### src/pcm_pkg.sv
// Package for the pointwise convolution MAC: field widths, stream layout,
// command codes and the command record passed from front to back.
// No dependencies.
`default_nettype none

package pcm_pkg;

	// Field widths of the stream items
	localparam int IDX_BITS     = 5;
	localparam int FUNC_BITS    = 2;
	localparam int WEIGHT_BITS  = 11;
	localparam int FEATURE_BITS = 16;
	localparam int SUM_BITS     = 32;
	localparam int PROD_BITS    = WEIGHT_BITS + FEATURE_BITS;

	// Input tdata layout, lowest field first
	localparam int OFS_OUT_IDX  = 0;
	localparam int OFS_IN_IDX   = OFS_OUT_IDX + IDX_BITS;
	localparam int OFS_WEIGHT   = OFS_IN_IDX + IDX_BITS;
	localparam int OFS_FEATURE  = OFS_WEIGHT + WEIGHT_BITS;
	localparam int OFS_START    = OFS_FEATURE + FEATURE_BITS;
	localparam int S_TDATA_BITS = 72;

	// Output tdata layout
	localparam int M_TDATA_BITS = 40;
	localparam int M_PAD_BITS   = M_TDATA_BITS - IDX_BITS - SUM_BITS;

	// Function codes carried in s_tuser, also used as command codes
	localparam logic [FUNC_BITS-1:0] OP_WEIGHT  = 2'd0;
	localparam logic [FUNC_BITS-1:0] OP_PRELOAD = 2'd1;
	localparam logic [FUNC_BITS-1:0] OP_FEATURE = 2'd2;

	// One classified command waiting for the back end
	typedef struct packed {
		logic [FUNC_BITS-1:0] op;
		logic [IDX_BITS-1:0]  out_index;
		logic [IDX_BITS-1:0]  in_index;
		logic [SUM_BITS-1:0]  data;
		logic                 add_en;
		logic                 done;
	} cmd_t;

endpackage

`default_nettype wire

### src/pcm_front.sv
// Front end of the pointwise convolution MAC: accepts stream transactions,
// drops items that do nothing, and queues commands for the back end.
// Depends on pcm_pkg.
`default_nettype none

module pcm_front #(
	parameter int IN_CHANNELS  = 32,
	parameter int OUT_CHANNELS = 32
) (
	input  wire logic                             clk,
	input  wire logic                             arst_n,
	input  wire logic                             s_tvalid,
	output logic                                  s_tready,
	input  wire logic [pcm_pkg::S_TDATA_BITS-1:0] s_tdata,
	input  wire logic [pcm_pkg::FUNC_BITS-1:0]    s_tuser,
	input  wire logic                             s_tlast,
	output logic                                  cmd_valid,
	input  wire logic                             cmd_ready,
	output pcm_pkg::cmd_t                         cmd
);
	import pcm_pkg::*;

	localparam int DEPTH = 4;
	localparam int PW    = $clog2(DEPTH);

	logic [IDX_BITS-1:0]     out_idx;
	logic [IDX_BITS-1:0]     in_idx;
	logic                    out_ok;
	logic                    in_ok;
	logic                    keep;
	logic                    push;
	logic                    pop;
	cmd_t                    new_cmd;
	cmd_t                    queue_q [DEPTH];
	logic [PW-1:0]           wptr_q;
	logic [PW-1:0]           rptr_q;
	logic [PW:0]             count_q;

	assign out_idx = s_tdata[OFS_OUT_IDX +: IDX_BITS];
	assign in_idx  = s_tdata[OFS_IN_IDX +: IDX_BITS];
	assign out_ok  = ({1'b0, out_idx} < (IDX_BITS+1)'(OUT_CHANNELS));
	assign in_ok   = ({1'b0, in_idx} < (IDX_BITS+1)'(IN_CHANNELS));

	// Classify the item and build its command
	always_comb begin
		new_cmd           = '0;
		new_cmd.op        = s_tuser;
		new_cmd.out_index = out_idx;
		new_cmd.in_index  = in_idx;
		keep              = 1'b0;
		case (s_tuser)
			OP_WEIGHT: begin
				new_cmd.data = {{(SUM_BITS-WEIGHT_BITS){1'b0}},
					s_tdata[OFS_WEIGHT +: WEIGHT_BITS]};
				keep = out_ok && in_ok;
			end
			OP_PRELOAD: begin
				new_cmd.data = s_tdata[OFS_START +: SUM_BITS];
				keep = out_ok;
			end
			OP_FEATURE: begin
				new_cmd.data = {{(SUM_BITS-FEATURE_BITS){1'b0}},
					s_tdata[OFS_FEATURE +: FEATURE_BITS]};
				new_cmd.add_en = in_ok;
				new_cmd.done   = s_tlast;
				keep = in_ok || s_tlast;
			end
			default: begin
				keep = 1'b0;
			end
		endcase
	end

	assign s_tready  = (count_q != (PW+1)'(DEPTH));
	assign push      = s_tvalid && s_tready && keep;
	assign cmd_valid = (count_q != '0);
	assign pop       = cmd_valid && cmd_ready;
	assign cmd       = queue_q[rptr_q];

	// Store queued commands
	always_ff @(posedge clk) begin
		if (push) begin
			queue_q[wptr_q] <= new_cmd;
		end
	end

	// Advance queue pointers and fill count
	always_ff @(posedge clk or negedge arst_n) begin
		if (!arst_n) begin
			wptr_q  <= '0;
			rptr_q  <= '0;
			count_q <= '0;
		end else begin
			if (push) begin
				wptr_q <= wptr_q + 1'b1;
			end
			if (pop) begin
				rptr_q <= rptr_q + 1'b1;
			end
			if (push && !pop) begin
				count_q <= count_q + 1'b1;
			end else if (pop && !push) begin
				count_q <= count_q - 1'b1;
			end
		end
	end

endmodule

`default_nettype wire

### config.mk
export PLATFORM = sky130hd
export DESIGN_NAME = pcm_front
export DESIGN_NICKNAME = d
export VERILOG_FILES = /design/src/pcm_pkg.sv /design/src/pcm_front.sv
export SDC_FILE = /design/constraint.sdc
export NUM_CORES = 1
export LEC_CHECK = 0
export ABC_AREA = 1
export BUFFER_PORTS_ARGS = -buffer_cell sky130_fd_sc_hd__buf_2
export CAP_MARGIN = 20
export CORE_MARGIN = 5
export CORE_UTILIZATION = 41
export DETAILED_ROUTE_END_ITERATION = 12
export PLACE_DENSITY = 0.68
export SLEW_MARGIN = 20
export SYNTH_ARGS = -nofsm -noshare
export SYNTH_HDL_FRONTEND = slang
export SYNTH_SLANG_ARGS = --single-unit
### constraint.sdc
create_clock -name clk -period 3.9 [get_ports clk]
set_clock_uncertainty 0.2 [all_clocks]
set_input_delay 0.585 -clock clk [delete_from_list [all_inputs] [get_ports clk]]
set_output_delay 0.585 -clock clk [all_outputs]
set_load 0.05 [all_outputs]
# Word-level counts from Yosys, hierarchy flattened

Memories as Yosys holds them, arrays and structs flattened.
Cells that the tools add are included.
W data, S select, Z words.

Reductions and logical operators: 11
Multiplexer cells: 7
$add $sub $neg: 4
Equality and inequality tests: 3

Operator list:

| cell                  | number |
|---|---|
| $pmux W32 S3          | 1 |
| $mux W3               | 2 |
| $logic_and A1 B1 Y1   | 5 |
| $add A2 B1 Y2 const B | 2 |
| $add A3 B1 Y3 const B | 1 |
| $mux W1               | 3 |
| $ne A3 B3 Y1 const B  | 1 |
| $reduce_bool A3 Y1    | 1 |
| $reduce_or A3 Y1      | 1 |
| $sub A3 B1 Y3 const B | 1 |
| $eq A2 B1 Y1 const B  | 1 |
| $eq A2 B2 Y1 const B  | 1 |
| $logic_not A1 Y1      | 2 |
| $logic_not A2 Y1      | 1 |
| $mux W2               | 1 |
| $reduce_bool A2 Y1    | 1 |

Bits of input ports: 79
Output and inout port bits: 48
Logic and storage cells: 29
Memory bits (writable): 184
Memories kept: 1
Register bits after elaboration: 7

Memory list:

| name    | depth | bits a word | rd ports | clocked after memory_dff | wr ports | line            | source |
|---|---|---|---|---|---|---|---|
| queue_q | 4     | 46          | 1        | 0                        | 1        | pcm_front.sv:34 | `cmd_t queue_q [DEPTH];` |

# Longest topological paths before layout

Depth in word-level cells: 8
Depth in mapped cells: 12
Mapped depth without buffers: 12

# Least setup slack after synthesis

No wires, ideal clock.

Path type: reg-to-reg
Start: reg count_q[0]
End: mem queue_q[0][0] in the netlist's numbering (enable)
Cell stages (with the launch flop): 5
Clock period less this slack: 3756 ps
Arrival time: 3106 ps
Path slack: 144 ps
Data required time: 3250 ps
Setup time: 450 ps
Path buffers: 0
Cell sequence: dfrtp_1 -> inv_1 -> nand3_1 -> nand2_1 -> nor2_1

Cells in the longest elaborated chain, start to end: 5

RTL lines:

| element                          | line             | source |
|---|---|---|
| from (decl)                      | pcm_front.sv:37  | `logic [PW:0] count_q;` |
| from (signal assigned)           | pcm_front.sv:101 | `count_q <= count_q + 1'b1;` |
| from (signal assigned)           | pcm_front.sv:103 | `count_q <= count_q - 1'b1;` |
| $ne A3 B3 Y1                     | pcm_front.sv:74  | `assign s_tready = (count_q != (PW+1)'(DEPTH));` |
| via s_tready                     | pcm_front.sv:13  | `output logic s_tready,` |
| $logic_and A1 B1 Y1 (2 in a row) | pcm_front.sv:75  | `assign push = s_tvalid && s_tready && keep;` |
| $mux W1                          | pcm_front.sv:82  | `if (push) begin` |
| $mux W1 (implied by the code)    | pcm_front.sv:83  | `queue_q[wptr_q] <= new_cmd;` |
| to (decl)                        | pcm_front.sv:34  |  |

The timed path passes the listed nets, and every way through them passes these cells.

==> results.cfg <==
[status]
outcome = complete, no violations

[clocking]
cts.hold.buffers_added = 1
cts_tree = built
cts-htree-levels = 4
clock-sinks = 191
postCtsSetupBuffers = 0
cts_made_buffers = 17
cts_resized = 0
root_buffer = clkbuf_16
clock_path_buffers = 2
clk_pin_slew_ps = 70
clk_latency_ps = 420

[yosys]
netlist.area_leader.share_pct = 67.9
syn_area_sq_um = 8140
yosysSeqAreaShare_pct = 70.0
synth_cell_types = 19
synth_top_family_by_area = simple AND/OR/NAND/NOR gates
synthMuxAreaShare_pct = 0
synth_xor_area_share_pct = 0.108
yosysWarnings = 0
synth_fa_ha_area_share_pct = 1.01
synthTopCellsByArea = edfxtp_1, nand2_1, o211ai_1
yosysTopAreaCell = edfxtp_1
yosys_register_bits = 191
synth_fp_nets = 786
synth_cells = 701
syn_area_per_cell_sq_um = 11.6
synth-compound-area-share_pct = 8.61
synth-simple-area-share_pct = 11.8

[worst_setup_path]
worstPathArrival_ps = 2270
critPathMaxFanout = 48
crit_required_ps = 3120
startpoint_type = register
crit_path_end_kind = output port
crit_type = reg -> out

[route]
drc_errors = 0
totalWireLength_um = 15900
drtAntennaViolNets = 0
viasPerCell = 4.68
dr.pass1.iters = 4
wl_per_cell_um = 14.4
first_iter_violations = 281
vias = 5145

[die]
die_area_sq_um = 22800
rows = 51
die_x_um = 151
core_area_sq_um = 19500
start_util_pct = 41.7
pin_count = 127
die_h_um = 151

[power_and_ir_drop]
power_per_cell_area_nw_per_um2 = 796
power.total_uw = 7670
p_int_uw = 4210
p_comb_share_pct = 43.2
netSwitchingFraction_pct = 45.1
peakVddDrop_v = 0.000542
clockPowerShare_pct = 21.7
p_switching_uw = 3460
p_leak_uw = 0.00409
p_seq_share_pct = 35.1

[timing]
clock.fmax_mhz = 328
min_period_ps = 3050
rsz0062_at_grt = no
post-route-period-util_pct = 78.2
worst_pin_slew_ps = 750
tns_ps = 0
relSlewSlack_pct = 49.8
hold_viol = 0
finalSetupViolCount = 0
drv_slew = 0

[cells_and_area]
fillCellCount = 1722
drive_gt1_share_pct = 21.2
final_common_cell = nand2_1
regArea_sq_um = 5700
num_antenna_cells = 0
multi_input_area_sq_um = 1780
mostFrequentLayoutCells = nand2_1, edfxtp_1, inv_1
synthToLayoutAreaGrowth_pct = 18.5
fin_nets = 907

[min_path]
hold_path.class = in -> reg

[placement]
hpwlAfterDp_um = 9770
io_buffers = 123
routabilityCongestion = 0.765

[global_routing]
grt_pass1_vias = 4807
grt_pass1_wl_um = 24800
grt_max_degree = 97
grt_overflow = 0
track_usage_pct = 14.5
antenna_found_initial = 0

[flow_run]
max_cap_viol_count = 0
[state kept, by name, indices dropped and copies added (netlist names)]
name     count
count_q      3
queue_q    184
rptr_q       2
wptr_q       2
[stage by stage]
step	std cells	cell area, sq um	worst slack, ps	hold WS (ps)	util, %
CTS	1100	9640	828	152	49.4
global placement	1067	9040	999	228	46.3
floorplan	701	8140	144	89.4	-
global route	1100	9640	658	149	49.4
detailed placement	1067	9040	971	232	46.3
finish	1100	9640	850	175	49.4
[worst max-delay path, cell delays in order (launching register included)]
cell	delay, ps
dfrtp_1	420
inv_4	350
buf_4	460
o211ai_1	140
nand2_1	140
buf_2	270
[routing by layer]
| layer | up-vias | GRT usage, % | routed length, um |
|---|---|---|---|
| met2 | 131 | 25.3 | 8030 |
| met5 | - | 0 | 0 |
| met3 | 14 | 3.11 | 749 |
| met1 | 2385 | 18.1 | 6870 |
| met4 | 0 | 4.17 | 208 |
| li1 | 2615 | - | - |
[kinds of logic (layout without fill, tap and decap cells)]
| kind of cell | Yosys count | after routing |
|---|---|---|
| compound gates | 94 | 94 |
| xor+xnor | 1 | 1 |
| fa+ha+maj | 6 | 6 |
| buf+inv | 162 | 296 |
| flops | 191 | 191 |
| simple gates | 247 | 247 |
[layout make-up]
type	instances	area share, %
Tap cell	265	3.44
Clock buffer	17	4.41
Inverter	128	5.01
Multi-Input combinational cell	348	18.5
Sequential cell	191	59.2
Timing Repair Buffer	136	7.81
Clock inverter	15	1.69
[final timing paths]
check                      startpoint              to  slack, ps  cells past startpoint
max                         rptr_q[0]          cmd[7]        850                      5
min                        s_tdata[7]  queue_q[3][36]        170                      1
max reg2reg                count_q[0]  queue_q[0][19]       1410                      5
min reg2reg                count_q[2]      count_q[2]        310                      2
max in group asynchronous      arst_n       rptr_q[1]       2990                      2
min in group asynchronous      arst_n       rptr_q[0]        330                      2
[power groups by stage]
| stage | Sequential [uW] | Combinational, uW | Clock (uW) |
|---|---|---|---|
| after floorplan | 2740 | 2580 | 0 |
| after global placement | 2730 | 3340 | 0 |
| after detailed placement | 2740 | 3370 | 0 |
| after CTS | 2690 | 3380 | 1710 |
| after global routing | 2720 | 3600 | 1800 |
| final | 2690 | 3320 | 1670 |
[synthesized netlist by cell type]
cell type and instances:
buf_4 5, buf_2 17, nor2_1 22, ha_1 5, inv_2 3, nor2_4 1, a21oi_1 1, o21ai_0 1
o211ai_1 92, nand3_1 18, nand2_1 205, xnor2_1 1, buf_6 5, fa_1 1, inv_1 125, dfrtp_1 7
edfxtp_1 184, nand4_1 1, clkbuf_1 7
Power figures use the tool's default switching activity.
